[src/iexp_pkg.sv]
// Shared types, constants and codes for the infix integer expression evaluator.
package iexp_pkg;

	localparam int DATA_WIDTH = 32;
	localparam int CNT_W      = $clog2(DATA_WIDTH);

	// Operator token codes.
	localparam logic [DATA_WIDTH-1:0] OP_ADD = DATA_WIDTH'(1);
	localparam logic [DATA_WIDTH-1:0] OP_SUB = DATA_WIDTH'(2);
	localparam logic [DATA_WIDTH-1:0] OP_MUL = DATA_WIDTH'(3);
	localparam logic [DATA_WIDTH-1:0] OP_DIV = DATA_WIDTH'(4);

	// Result status codes.
	localparam logic [1:0] STAT_OK     = 2'd0;
	localparam logic [1:0] STAT_BAD_OP = 2'd1;
	localparam logic [1:0] STAT_DIV0   = 2'd2;
	localparam logic [1:0] STAT_END_OP = 2'd3;

	// Value reported with an error status: minimum signed value plus two or plus one.
	localparam logic [DATA_WIDTH-1:0] VAL_BAD_OP = {1'b1, {(DATA_WIDTH-1){1'b0}}} + DATA_WIDTH'(2);
	localparam logic [DATA_WIDTH-1:0] VAL_DIV0   = {1'b1, {(DATA_WIDTH-1){1'b0}}} + DATA_WIDTH'(1);

	// Pending multiplicative operation on the running term.
	typedef enum logic [1:0] {
		MD_NONE = 2'd0,
		MD_MUL  = 2'd1,
		MD_DIV  = 2'd2
	} muldiv_t;

	// Command from the sequencer to the shared arithmetic unit.
	typedef struct packed {
		logic    start;
		muldiv_t op;
	} alu_cmd_t;

	// Input beat.
	typedef struct packed {
		logic signed [DATA_WIDTH-1:0] token;
		logic                         is_last;
	} tok_beat_t;

	// Result beat.
	typedef struct packed {
		logic signed [DATA_WIDTH-1:0] value;
		logic [1:0]                   status;
	} res_beat_t;

endpackage

[src/iexp_alu.sv]
// Iterative shift-add multiplier and shift-subtract divider sharing one adder.
module iexp_alu (
	input  logic                           clk,
	input  logic                           arst_n,
	input  iexp_pkg::alu_cmd_t             cmd,
	input  logic [iexp_pkg::DATA_WIDTH-1:0] opa,
	input  logic [iexp_pkg::DATA_WIDTH-1:0] opb,
	output logic                           done,
	output logic [iexp_pkg::DATA_WIDTH-1:0] result
);
	import iexp_pkg::*;

	localparam logic [CNT_W-1:0] LAST_STEP = CNT_W'(DATA_WIDTH - 1);

	logic                  busy_q;
	logic                  done_q;
	logic                  is_div_q;
	logic                  neg_q;
	logic [CNT_W-1:0]      cnt_q;
	logic [DATA_WIDTH-1:0] a_q;   // multiplicand, or dividend shifting into quotient
	logic [DATA_WIDTH-1:0] b_q;   // multiplier, or divisor magnitude
	logic [DATA_WIDTH-1:0] r_q;   // product accumulator, or partial remainder

	logic [DATA_WIDTH:0]   add_x;
	logic [DATA_WIDTH:0]   add_y;
	logic [DATA_WIDTH+1:0] add_sum;
	logic                  no_borrow;
	logic [DATA_WIDTH-1:0] mag_a;
	logic [DATA_WIDTH-1:0] mag_b;

	// Magnitudes of the operands for the divider.
	assign mag_a = opa[DATA_WIDTH-1] ? (~opa + DATA_WIDTH'(1)) : opa;
	assign mag_b = opb[DATA_WIDTH-1] ? (~opb + DATA_WIDTH'(1)) : opb;

	// The one shared adder: accumulate for multiply, trial subtract for divide.
	always_comb begin
		if (is_div_q) begin
			add_x = {r_q, a_q[DATA_WIDTH-1]};
			add_y = ~{1'b0, b_q};
		end else begin
			add_x = {1'b0, r_q};
			add_y = b_q[0] ? {1'b0, a_q} : '0;
		end
		add_sum = {1'b0, add_x} + {1'b0, add_y} + (DATA_WIDTH+2)'(is_div_q);
	end

	assign no_borrow = add_sum[DATA_WIDTH+1];

	// Step sequencing and operand shifting.
	always_ff @(posedge clk or negedge arst_n) begin
		if (!arst_n) begin
			busy_q   <= 1'b0;
			done_q   <= 1'b0;
			is_div_q <= 1'b0;
			neg_q    <= 1'b0;
			cnt_q    <= '0;
			a_q      <= '0;
			b_q      <= '0;
			r_q      <= '0;
		end else begin
			done_q <= 1'b0;
			if (cmd.start && !busy_q) begin
				busy_q   <= 1'b1;
				cnt_q    <= '0;
				r_q      <= '0;
				is_div_q <= (cmd.op == MD_DIV);
				neg_q    <= opa[DATA_WIDTH-1] ^ opb[DATA_WIDTH-1];
				if (cmd.op == MD_DIV) begin
					a_q <= mag_a;
					b_q <= mag_b;
				end else begin
					a_q <= opa;
					b_q <= opb;
				end
			end else if (busy_q) begin
				if (is_div_q) begin
					r_q <= no_borrow ? add_sum[DATA_WIDTH-1:0] : add_x[DATA_WIDTH-1:0];
					a_q <= {a_q[DATA_WIDTH-2:0], no_borrow};
				end else begin
					r_q <= add_sum[DATA_WIDTH-1:0];
					a_q <= {a_q[DATA_WIDTH-2:0], 1'b0};
					b_q <= {1'b0, b_q[DATA_WIDTH-1:1]};
				end
				cnt_q <= cnt_q + CNT_W'(1);
				if (cnt_q == LAST_STEP) begin
					busy_q <= 1'b0;
					done_q <= 1'b1;
				end
			end
		end
	end

	// Final result: low product word, or signed quotient truncated toward zero.
	assign done   = done_q;
	assign result = !is_div_q ? r_q : (neg_q ? (~a_q + DATA_WIDTH'(1)) : a_q);

endmodule

[src/infix_integer_expression_evaluator_core.sv]
// Top level: token sequencer, running sum and term, and the result register.
//
//  Channel | Signals                          | Beat
//  --------+----------------------------------+-----------------------------
//  tok     | tok_valid, tok_stall, tok_beat   | token (32b signed), is_last
//  res     | res_valid, res_stall, res_beat   | value (32b signed), status
//
// Add, subtract, plain operands and operator tokens are handled in the idle state itself.
// An operand after multiply, or a nonzero divisor after divide, goes through
// 32 steps of the shared shift-add / shift-subtract unit plus start and write-back.
// A zero divisor does not start the unit and only latches its error.
// A last token then passes through the emit state to load the result register, and waits there
// while a previous result is still held under res_stall.
// After reset the block is ready at once; tok_stall is high while it works.
module infix_integer_expression_evaluator_core (
	input  logic                clk,
	input  logic                arst_n,
	input  logic                tok_valid,
	output logic                tok_stall,
	input  iexp_pkg::tok_beat_t tok_beat,
	output logic                res_valid,
	input  logic                res_stall,
	output iexp_pkg::res_beat_t res_beat
);
	import iexp_pkg::*;

	typedef enum logic [1:0] {
		ST_IDLE,
		ST_CALC,
		ST_EMIT
	} state_t;

	state_t                state_q;
	logic [DATA_WIDTH-1:0] sum_q;
	logic [DATA_WIDTH-1:0] term_q;
	logic                  sign_q;
	muldiv_t               muldiv_q;
	logic                  expect_op_q;
	logic [1:0]            err_q;
	logic                  last_q;
	logic                  res_valid_q;
	res_beat_t             res_q;

	logic                  accept;
	logic                  slot_free;
	logic [DATA_WIDTH-1:0] tok;
	logic [DATA_WIDTH-1:0] total;
	logic                  is_add_sub;
	logic                  div_zero;
	alu_cmd_t              alu_cmd;
	logic                  alu_done;
	logic [DATA_WIDTH-1:0] alu_result;
	logic [1:0]            fin_status;
	logic [DATA_WIDTH-1:0] fin_value;

	assign tok       = tok_beat.token;
	assign accept    = tok_valid && !tok_stall;
	assign tok_stall = (state_q != ST_IDLE);
	assign slot_free = !res_valid_q || !res_stall;

	// Sum with the open term folded in.
	assign total      = sign_q ? (sum_q - term_q) : (sum_q + term_q);
	assign is_add_sub = (tok == OP_ADD) || (tok == OP_SUB);
	assign div_zero   = (tok == '0);

	// Start the shared unit for an operand that multiplies or divides the term.
	always_comb begin
		alu_cmd.op    = muldiv_q;
		alu_cmd.start = accept && !expect_op_q &&
			((muldiv_q == MD_MUL) || ((muldiv_q == MD_DIV) && !div_zero));
	end

	iexp_alu u_alu (
		.clk    (clk),
		.arst_n (arst_n),
		.cmd    (alu_cmd),
		.opa    (term_q),
		.opb    (tok),
		.done   (alu_done),
		.result (alu_result)
	);

	// Final status and value; an operator as last token leaves expect_op_q low.
	always_comb begin
		if (err_q != STAT_OK) begin
			fin_status = err_q;
		end else if (!expect_op_q) begin
			fin_status = STAT_END_OP;
		end else begin
			fin_status = STAT_OK;
		end
		case (fin_status)
			STAT_BAD_OP: fin_value = VAL_BAD_OP;
			STAT_DIV0:   fin_value = VAL_DIV0;
			STAT_END_OP: fin_value = '0;
			default:     fin_value = total;
		endcase
	end

	// Sequencer, expression state and result register.
	always_ff @(posedge clk or negedge arst_n) begin
		if (!arst_n) begin
			state_q     <= ST_IDLE;
			sum_q       <= '0;
			term_q      <= '0;
			sign_q      <= 1'b0;
			muldiv_q    <= MD_NONE;
			expect_op_q <= 1'b0;
			err_q       <= STAT_OK;
			last_q      <= 1'b0;
			res_valid_q <= 1'b0;
			res_q       <= '0;
		end else begin
			if (res_valid_q && !res_stall && (state_q != ST_EMIT)) begin
				res_valid_q <= 1'b0;
			end
			unique case (state_q)
				ST_IDLE: begin
					if (accept) begin
						last_q <= tok_beat.is_last;
						if (!expect_op_q) begin
							// Operand beat.
							expect_op_q <= 1'b1;
							if (alu_cmd.start) begin
								state_q <= ST_CALC;
							end else begin
								if (muldiv_q == MD_NONE) begin
									term_q <= tok;
								end else if (err_q == STAT_OK) begin
									err_q <= STAT_DIV0;
								end
								if (tok_beat.is_last) begin
									state_q <= ST_EMIT;
								end
							end
						end else begin
							// Operator beat.
							expect_op_q <= 1'b0;
							if (is_add_sub) begin
								sum_q    <= total;
								term_q   <= '0;
								sign_q   <= (tok == OP_SUB);
								muldiv_q <= MD_NONE;
							end else if (tok == OP_MUL) begin
								muldiv_q <= MD_MUL;
							end else if (tok == OP_DIV) begin
								muldiv_q <= MD_DIV;
							end else if (err_q == STAT_OK) begin
								err_q <= STAT_BAD_OP;
							end
							if (tok_beat.is_last) begin
								state_q <= ST_EMIT;
							end
						end
					end
				end
				ST_CALC: begin
					if (alu_done) begin
						term_q  <= alu_result;
						state_q <= last_q ? ST_EMIT : ST_IDLE;
					end
				end
				ST_EMIT: begin
					if (slot_free) begin
						res_valid_q  <= 1'b1;
						res_q.value  <= fin_value;
						res_q.status <= fin_status;
						state_q      <= ST_IDLE;
						sum_q        <= '0;
						term_q       <= '0;
						sign_q       <= 1'b0;
						muldiv_q     <= MD_NONE;
						expect_op_q  <= 1'b0;
						err_q        <= STAT_OK;
						last_q       <= 1'b0;
					end
				end
				default: begin
					state_q <= ST_IDLE;
				end
			endcase
		end
	end

	assign res_valid = res_valid_q;
	assign res_beat  = res_q;

	// A new result is only loaded out of the emit state.
	a_res_from_emit: assert property (@(posedge clk) disable iff (!arst_n)
		$rose(res_valid) |-> $past(state_q == ST_EMIT))
		else $error("result appeared without an emit step");

	// The shared unit only finishes while the sequencer waits for it.
	a_done_in_calc: assert property (@(posedge clk) disable iff (!arst_n)
		alu_done |-> (state_q == ST_CALC))
		else $error("arithmetic unit finished outside the calc state");

	// Divide-by-zero results carry their fixed marker value.
	a_err_value: assert property (@(posedge clk) disable iff (!arst_n)
		res_valid && (res_beat.status == STAT_DIV0) |-> (res_beat.value == VAL_DIV0))
		else $error("divide-by-zero result has wrong value");

	// The unit is never started while the block is busy.
	a_start_idle: assert property (@(posedge clk) disable iff (!arst_n)
		alu_cmd.start |-> (state_q == ST_IDLE) && $past(!alu_done || state_q != ST_IDLE))
		else $error("arithmetic unit started while busy");

endmodule

[config.mk]
export PLATFORM = sky130hd
export DESIGN_NAME = infix_integer_expression_evaluator_core
export DESIGN_NICKNAME = d
export VERILOG_FILES = /design/src/iexp_pkg.sv /design/src/iexp_alu.sv /design/src/infix_integer_expression_evaluator_core.sv
export SDC_FILE = /design/constraint.sdc
export NUM_CORES = 1
export LEC_CHECK = 0
export BUFFER_PORTS_ARGS = -buffer_cell sky130_fd_sc_hd__buf_2
export CAP_MARGIN = 0
export CELL_PAD_IN_SITES_DETAIL_PLACEMENT = 1
export CELL_PAD_IN_SITES_GLOBAL_PLACEMENT = 1
export CORE_MARGIN = 4
export CORE_UTILIZATION = 44
export CTS_BUF_LIST = sky130_fd_sc_hd__clkbuf_8
export DETAILED_ROUTE_END_ITERATION = 10
export GPL_TIMING_DRIVEN = 0
export PLACE_DENSITY_LB_ADDON = 0.1
export SLEW_MARGIN = 20
export SYNTH_ARGS = -nofsm -noshare
export SYNTH_HDL_FRONTEND = slang
export SYNTH_SLANG_ARGS = --single-unit
[constraint.sdc]
create_clock -name clk -period 3.9 [get_ports clk]
set_input_delay 0.195 -clock clk [delete_from_list [all_inputs] [get_ports clk]]
set_output_delay 0.195 -clock clk [all_outputs]
set_load 0.05 [all_outputs]
[Word level (Yosys, flattened, before mapping)]
Index checks and enable logic that the tools add are counted.
Cells by class
  add/sub/neg operators: 8
  equality and inequality tests: 29
  mux-type cells: 80
  bitwise gates (word level): 5
  reduce and logical (&&, ||, !) cells: 33
Operator list (count)
  2-to-1 mux 32 bit: 27
  one-hot mux 32 bit (3 select lines): 2
  adder 32 x 1 -> 32 bit, second input constant: 3
  NOT 32 bit: 3
  2-to-1 mux 33 bit: 2
  equality test 32 x 2 -> 1 bit, second input constant: 2
  one-hot mux 32 bit (2 select lines): 1
  2-to-1 mux 2 bit: 23
  adder 33 x 33 -> 34 bit: 1
  adder 34 x 1 -> 34 bit: 1
  NOT 32 -> 33 bit: 1
  adder 32 bit: 1
  equality test 32 x 1 -> 1 bit, second input constant: 1
  equality test 32 x 3 -> 1 bit, second input constant: 1
  logical NOT 32 bit: 1
  subtractor 32 bit: 1
  != test 3 bit, second input constant: 9
  2-to-1 mux 1 bit: 17
  != test 2 bit, second input constant: 6
  2-to-1 mux 5 bit: 2
  AND reduction 10 bit: 1
  AND reduction 5 bit: 2
  equality test 2 bit, second input constant: 4
  one-hot mux 2 bit (2 select lines): 2
  other kinds (17): 41
Word-level totals
  register bits after elaboration: 213
  input port bits: 37

[Longest topological paths before layout]
Gate-level depths: netlist of the first run.
  depth after elaboration: 9
  gate-level depth with buffers: 19
  depth with buffers taken out: 18

[Modules after synthesis]
From an unflattened synthesis of the first run, not the netlist that was laid out.
Second synthesis, totals
  cells, all modules: 2016
  area, all modules: 16335.7 um2
By module, submodules not included
  iexp_alu: instances 1, cells an instance 1258, area an instance 9525.4 um2, sequential area each 2627.5 um2
  infix_integer_expression_evaluator_core: instances 1, cells an instance 758, area an instance 6810.3 um2, sequential area each 2702.6 um2

[Least setup slack after synthesis of the first run]
OpenSTA, ideal clock, no wires.
  kind: register to register
  from: register u_alu.is_div_q
  to: register u_alu.r_q[20]
  library setup time: 0.082 ns
  arrival: 3.962 ns
  data required time: 3.818 ns
  path slack: -0.144 ns
  stages on the path, launching flop included: 14
  buffers on the path: 4
  cells stage by stage: dfrtp_1 > clkbuf_1 > clkbuf_1 > buf_1 > mux2_2 > ha_1 > a21oi_1 > o21ai_0 > or3_1 > o211a_1 > nor3_1 > clkbuf_1 > nand2_1 > a31oi_1
On the way
  word-level cells in the longest chain between the ends: 7
  elaborated cells between the ends (all ways): 8
  those cells by class: add/sub (2); mux (6)
RTL lines
  start, declared: RTL line iexp_alu.sv:17  | logic is_div_q;
  start signal, assigned: RTL line iexp_alu.sv:66  | is_div_q <= (cmd.op == MD_DIV);
  2-to-1 mux 33 bit: RTL line iexp_alu.sv:37  | if (is_div_q) begin
  adder 33 x 33 -> 34 bit: RTL line iexp_alu.sv:44  | add_sum = {1'b0, add_x} + {1'b0, add_y} + (DATA_WIDTH+2)'(is_div_q);
  adder 34 x 1 -> 34 bit: RTL line iexp_alu.sv:44
  2-to-1 mux 32 bit: RTL line iexp_alu.sv:77  | r_q <= no_borrow ? add_sum[DATA_WIDTH-1:0] : add_x[DATA_WIDTH-1:0];
  2-to-1 mux 32 bit (*): RTL line iexp_alu.sv:76  | if (is_div_q) begin
  2-to-1 mux 32 bit (*): RTL line iexp_alu.sv:75  | end else if (busy_q) begin
  2-to-1 mux 32 bit (*): RTL line iexp_alu.sv:62  | if (cmd.start && !busy_q) begin
  end signal, assigned: RTL line iexp_alu.sv:77
  end signal, assigned: RTL line iexp_alu.sv:80  | r_q <= add_sum[DATA_WIDTH-1:0];
  end, declared: RTL line iexp_alu.sv:22  | logic [DATA_WIDTH-1:0] r_q;
Mark *: on every way between the ends. The rest lies on a longest branch, timed or not. The select of a mux whose other input is x is not followed.
A chain may end at the register's enable or synchronous reset.

[Worst setup path in the final report of the first run]
  from: register term_q[0]
  to: register res_q, in the netlist res_beat[30]
On the way
  word-level cells in the longest chain between the ends: 3
  elaborated cells between the ends (all ways): 4
  those cells by class: add/sub (2); mux (2)
RTL lines
  start, declared: RTL line infix_integer_expression_evaluator_core.sv:35  | logic [DATA_WIDTH-1:0] term_q;
  start signal, assigned: RTL line infix_integer_expression_evaluator_core.sv:128  | term_q <= tok;
  start signal, assigned: RTL line infix_integer_expression_evaluator_core.sv:159  | term_q <= alu_result;
  adder 32 bit or subtractor 32 bit (tied branches): RTL line infix_integer_expression_evaluator_core.sv:62  | assign total = sign_q ? (sum_q - term_q) : (sum_q + term_q);
  2-to-1 mux 32 bit (*): RTL line infix_integer_expression_evaluator_core.sv:62
  one-hot mux 32 bit (3 select lines) (*): RTL line infix_integer_expression_evaluator_core.sv:92  | case (fin_status)
  end, declared: RTL line infix_integer_expression_evaluator_core.sv:42  | res_beat_t res_q;
Mark *: on every way between the ends. The rest lies on a longest branch, timed or not.

==> results.cfg, run 1 <==
[route]
dr.pass1.iters = 5
routed_via_density = 5.975
post_drt_wl_per_cell_um = 23.46
drt_iter0_markers = 787
wirelength_um = 64460
drc = 0
routed-via-count = 16414
drtAntennaViolNets = 0

[place]
hpwl_um = 47970
portBuffers = 72
place_congestion = 0.9235

[hold_path]
min_to = u_alu.b_q[9]
hp-class = primary input to register
hold_depth = 4
min-delay-start = tok_beat[10]

[run]
cap_violations = 0

[setup_path]
worst-r2r-cell-count = 17
cp_max_fo = 5
r2r_end = res_beat[30]
start_kind = register
crit_arrival_ps = 4780
endpoint_kind = register
reg2reg_from = term_q[0]
reg2reg_slack_ps = -380
cp.required_ps = 4400
worst-setup-path-type = register to register

[timing]
slew_headroom_pct = 30.38
setup_viol_count_final = 33
hold_slack_ps = 31.66
fin_crit_ps = 4281
tightest_slew_ps = 1035
fin_skew_ps = 37.15
setup_ws_ps = -381.3
rsz0062_at_grt = yes
fmax_mhz = 233.6
hold_violations = 0
period_share_pct = 109.8
slew_viol_final = 0

[yosys]
synth.distinct_cells = 74
yosysMostFrequentCell = nand2_1
ys_ff_latch = 213
yosysWarnings = 0
synth.area.top_cells = dfrtp_1 32%, o21ai_0 6.4%, ha_1 5.9%
synth-main-ff-cell = dfrtp_1
synthArstFlopShare_pct = 100.0
synth_cells = 2039
synthTopCellsByCount = 251 x nand2_1, 213 x dfrtp_1, 209 x o21ai_0
synth_edf_count = 0
synth_nets = 2157
yosysTopAreaCellShare_pct = 32.45
syn-cell-area_mm2 = 0.01643
yosysTopAreaCell = dfrtp_1
syn_avg_cell_area_um2 = 8.056
seq_area_frac_synth_pct = 32.45

[clock_tree]
clk_pin_slew_ps = 70
cts_tree = yes
cts_inserted_buffers = 42
cts-root-buf = clkbuf_8
h-tree-depth = 2
cts_buffer_depth = 3
clock_sinks = 213
clk_latency_ps = 610

[floorplanning]
die_h_um = 201.2
start_util_pct = 44.76
core_area_mm2 = 0.03670
die_w_um = 201.2
io_pins = 73
fp-row-count = 70
dieArea_mm2 = 0.04049

[global_route]
grt_util_all_layers_pct = 30.67
grt_pass1_wl_um = 99260
overflow = 0
grt_pass1_vias = 17383
antenna_found_initial = 0
grt_max_degree = 90

[cells_and_area]
synthToLayoutAreaGrowth_pct = 21.56
num-nets-final = 2370
drive_above_1_share_pct = 18.65
antenna_cells = 0

[run_status]
status = finished, violations left
violations = setup timing
==> worst max-delay path: stages (launching register included) <==
cell	delay (ps)
dfrtp_2	410
inv_2	80
ha_4	130
or3b_4	370
or4_4	510
or4_4	570
nor2_2	110
nor2_1	60
xnor2_1	260
ha_2	350
a21oi_4	140
and3_4	210
nand4_1	110
buf_6	160
a31oi_4	150
o21bai_1	100
xnor2_1	170
o31ai_1	270
==> worst max path at each step <==
stage,start,to,cells past startpoint
floorplan,term_q[0],sum_q[31],18
global placement,u_alu.is_div_q,u_alu.r_q[25],15
detailed placement,u_alu.is_div_q,u_alu.r_q[25],15
CTS,term_q[1],res_beat[33],18
global route,term_q[1],sum_q[29],16
finish,term_q[0],res_beat[30],17
==> sequential cells by signal (all words and copies together) (netlist names), 5 cells and up <==
signal and cells:
res_beat 34, u_alu.b_q 32, u_alu.a_q 32, term_q 32, u_alu.r_q 32, sum_q 32, u_alu.cnt_q 5
==> timing repair <==
item	in CTS	in global routing
hold buffers	21	0
setup endpoints to repair	74	76
pin swaps	48	56
resized for setup	148	100
buffers inserted	55	33
hold endpoints to repair	150	0
==> area by class of cell <==
class,instances,area (um2)
clock inverter,17,72.57
clock buffer,54,743.2
fill,4428,16730
multi-input combinational,1655,11200
timing repair buffer,180,1334
sequential,213,5335
buffer,114,521.8
tap,468,585.6
inverter,46,175.2
==> cell usage in the layout, fill, tap and decap left out, types with 9 or more instances in the layout <==
cell / count
or3_1: 16
nand3_1: 68
clkbuf_1: 83
nand2b_1: 13
a31oi_1: 18
clkbuf_8: 56
xnor2_1: 81
nor2_1: 198
or4_1: 11
a221oi_1: 13
buf_4: 73
o211ai_1: 20
a211oi_1: 20
inv_1: 52
dlygate4sd3_1: 21
o21ai_1: 24
buf_2: 79
nand2_1: 247
xor2_1: 77
a21oi_2: 12
nor3_1: 18
ha_1: 70
a21oi_1: 160
buf_6: 19
nor2b_1: 11
a22o_1: 19
and3_1: 14
and2_1: 9
o21a_1: 13
dfrtp_1: 209
o31ai_1: 28
nand4_1: 11
mux2_2: 34
mux2i_1: 52
a21o_1: 25
o21ai_0: 183
==> kinds of logic after synthesis <==
| group | Yosys count | synth area share [%] |
|---|---|---|
| buffers and inverters | 171 | 4.106 |
| xor gates and xnor gates | 168 | 8.958 |
| DFF | 213 | 32.45 |
| and+or+nand+nor | 692 | 19.34 |
| muxes | 86 | 5.500 |
| AOI/OAI and AO/OA | 628 | 23.34 |
| adders and majority gates | 81 | 6.307 |
==> routing by layer <==
| metal | global-route usage (%) | share of wire (%) | vias up |
|---|---|---|---|
| li1 | - | - | 7733 |
| met1 | 37.54 | 41 | 8135 |
| met2 | 55.71 | 50 | 404 |
| met3 | 2.853 | 4.0 | 142 |
| met4 | 12.16 | 4.2 | 0 |
| met5 | 0 | 0 | - |
==> metrics by stage <==
step / std cells / area, um2 / TNS [ps] / util, % / worst slack [ps]
CTS: 2721 / 19400 / -5219 / 52.86 / -366.7
global route: 2747 / 19970 / -12370 / 54.41 / -593.1
floorplan: 2039 / 16440 / -271.6 / - / -137.8
detailed placement: 2581 / 17450 / -62750 / 47.56 / -1490
finish: 2747 / 19970 / -5875 / 54.41 / -381.3
global placement: 2579 / 17390 / -319270 / 47.38 / -1425
Power of run 1 is not shown: default switching activity piles up to over one toggle a cycle in this logic, so the estimate is an artifact.
==> inputs of run 2 (changes only) <==
- GPL_TIMING_DRIVEN: 0 -> default
==> results.cfg, run 2 (synthesized netlist as in run 1, its figures left out) <==
[timing]
tightest_slew_ps = 1069
slew_viol_final = 0
slew_headroom_pct = 28.71
fin_crit_ps = 4183
fin_skew_ps = 21.45
setup_viol_count_final = 28
rsz0062_at_grt = yes
fmax_mhz = 239.1
hold_violations = 0
setup_ws_ps = -283.0
period_share_pct = 107.3

[global_route]
grt_max_degree = 104
grt_pass1_vias = 16891
overflow = 0
antenna_found_initial = 0
grt_pass1_wl_um = 93520
grt_util_all_layers_pct = 28.08

[route]
post_drt_wl_per_cell_um = 21.89
drt_iter0_markers = 927
drtAntennaViolNets = 0
routed_via_density = 5.971
dr.pass1.iters = 5
wirelength_um = 59520
drc = 0
routed-via-count = 16235

[run_status]
status = finished, violations left
violations = setup timing

[place]
place_congestion = 0.9204
portBuffers = 72
placed_area_mm2 = 0.01805
dp.cells = 2593
hpwl_um = 43180
dpl_worst_slack_ps = -330.7

[setup_path]
reg2reg_slack_ps = -280
slowest_delay_ps = 500
cp_slowest_cell = or4_4
cp_common_cell = buf_6
worst-setup-path-type = register to register
endpoint_kind = register
r2r_end = res_beat[32]
start_kind = register
cp_max_fo = 6
worst-r2r-cell-count = 21
cp_cell_sequence = inv_2, ha_4, or3b_4, or4_4, buf_6, nor4_4, nor2_1, xnor2_1, ha_1, buf_6, buf_6, nand3_2, a21oi_2, buf_4, o211ai_1, nand4_1, buf_4, nand3_2, nand4b_1, xnor2_2, o21ai_1
crit_arrival_ps = 4630
reg2reg_from = term_q[0]
cp.required_ps = 4350

[clock_tree]
clk_latency_ps = 590
clk_pin_slew_ps = 60
cts_inserted_buffers = 40
cts_buffer_depth = 3
cts_tree = yes
clock_sinks = 213
h-tree-depth = 2
cts-root-buf = clkbuf_8

[cells_and_area]
final_common_cell = nand2_1
drive_above_1_share_pct = 20.92
final_core_utilization_pct = 54.38
num-nets-final = 2342
multiInputGateArea_mm2 = 0.01103
final_design_area_no_fill_mm2 = 0.01996
final_cell_mix = 249 x nand2_1, 211 x dfrtp_1, 197 x nor2_1, 185 x o21ai_0, 162 x buf_4
largest_register_ffs = 34
fillerInstances = 4423
fin_cells = 2719
antenna_cells = 0
synthToLayoutAreaGrowth_pct = 21.50
register_area_mm2 = 0.005333

[floorplanning]
die_w_um = 201.2
start_util_pct = 44.76
core_area_mm2 = 0.03670
fp-row-count = 70
dieArea_mm2 = 0.04049
die_h_um = 201.2
io_pins = 73

[run]
cap_violations = 0

[hold_path]
hold_depth = 4
hp-class = primary input to register
min-delay-start = tok_beat[26]
min_to = u_alu.b_q[25]
run 2: repair_timing:
| item | 4_1_cts | 5_1_grt |
|---|---|---|
| gates resized for setup | 73 | 85 |
| hold buffers | 12 | 0 |
| endpoints found under the hold margin | 115 | 0 |
| gates cloned | 0 | 0 |
| setup endpoints to repair | 33 | 45 |
| pin swaps | 47 | 53 |
| setup buffers | 28 | 21 |
run 2: worst max-delay path by stage:
stage / startpoint / end / depth (start not counted)
after global routing: term_q[0] / sum_q[29] / 17
after global placement: term_q[0] / res_beat[33] / 17
after CTS: term_q[0] / res_beat[33] / 18
after floorplan: term_q[0] / sum_q[31] / 18
after detailed placement: term_q[0] / sum_q[31] / 18
final: term_q[0] / res_beat[32] / 21
run 2: critical path, delay by kind of cell, from the launching register on:
kind            cells  cell delay (ps)
flops               1              390
compound gates      3              320
buf+inv             6              850
xor+xnor            2              410
fa+ha+maj           2              430
simple gates        8             1630
run 2: layer usage:
layer	GRT usage [%]	vias to the layer above	share of wire, %
li1	-	7667	-
met1	37.16	8076	44
met2	46.97	376	48
met3	3.868	116	4.5
met4	10.69	0	4.0
met5	0	-	0
run 2: metrics by stage:
stage                     hold WS, ps  TNS, ps
after global routing            21.40   -10350
after floorplan                -100.6   -271.6
final                           18.82    -4505
after CTS                     0.04285    -1811
after detailed placement        302.0    -5742
after global placement          296.9    -2132
run 2: layout make-up:
type                       instances  area share [%]
inverter                          46          0.8652
sequential                       213           26.72
timing repair buffer             268           10.14
tap                              468           2.934
multi-input combinational       1655           55.28
clock buffer                      51           3.517
clock inverter                    18          0.5517
Power of run 2 is left out for the same reason.
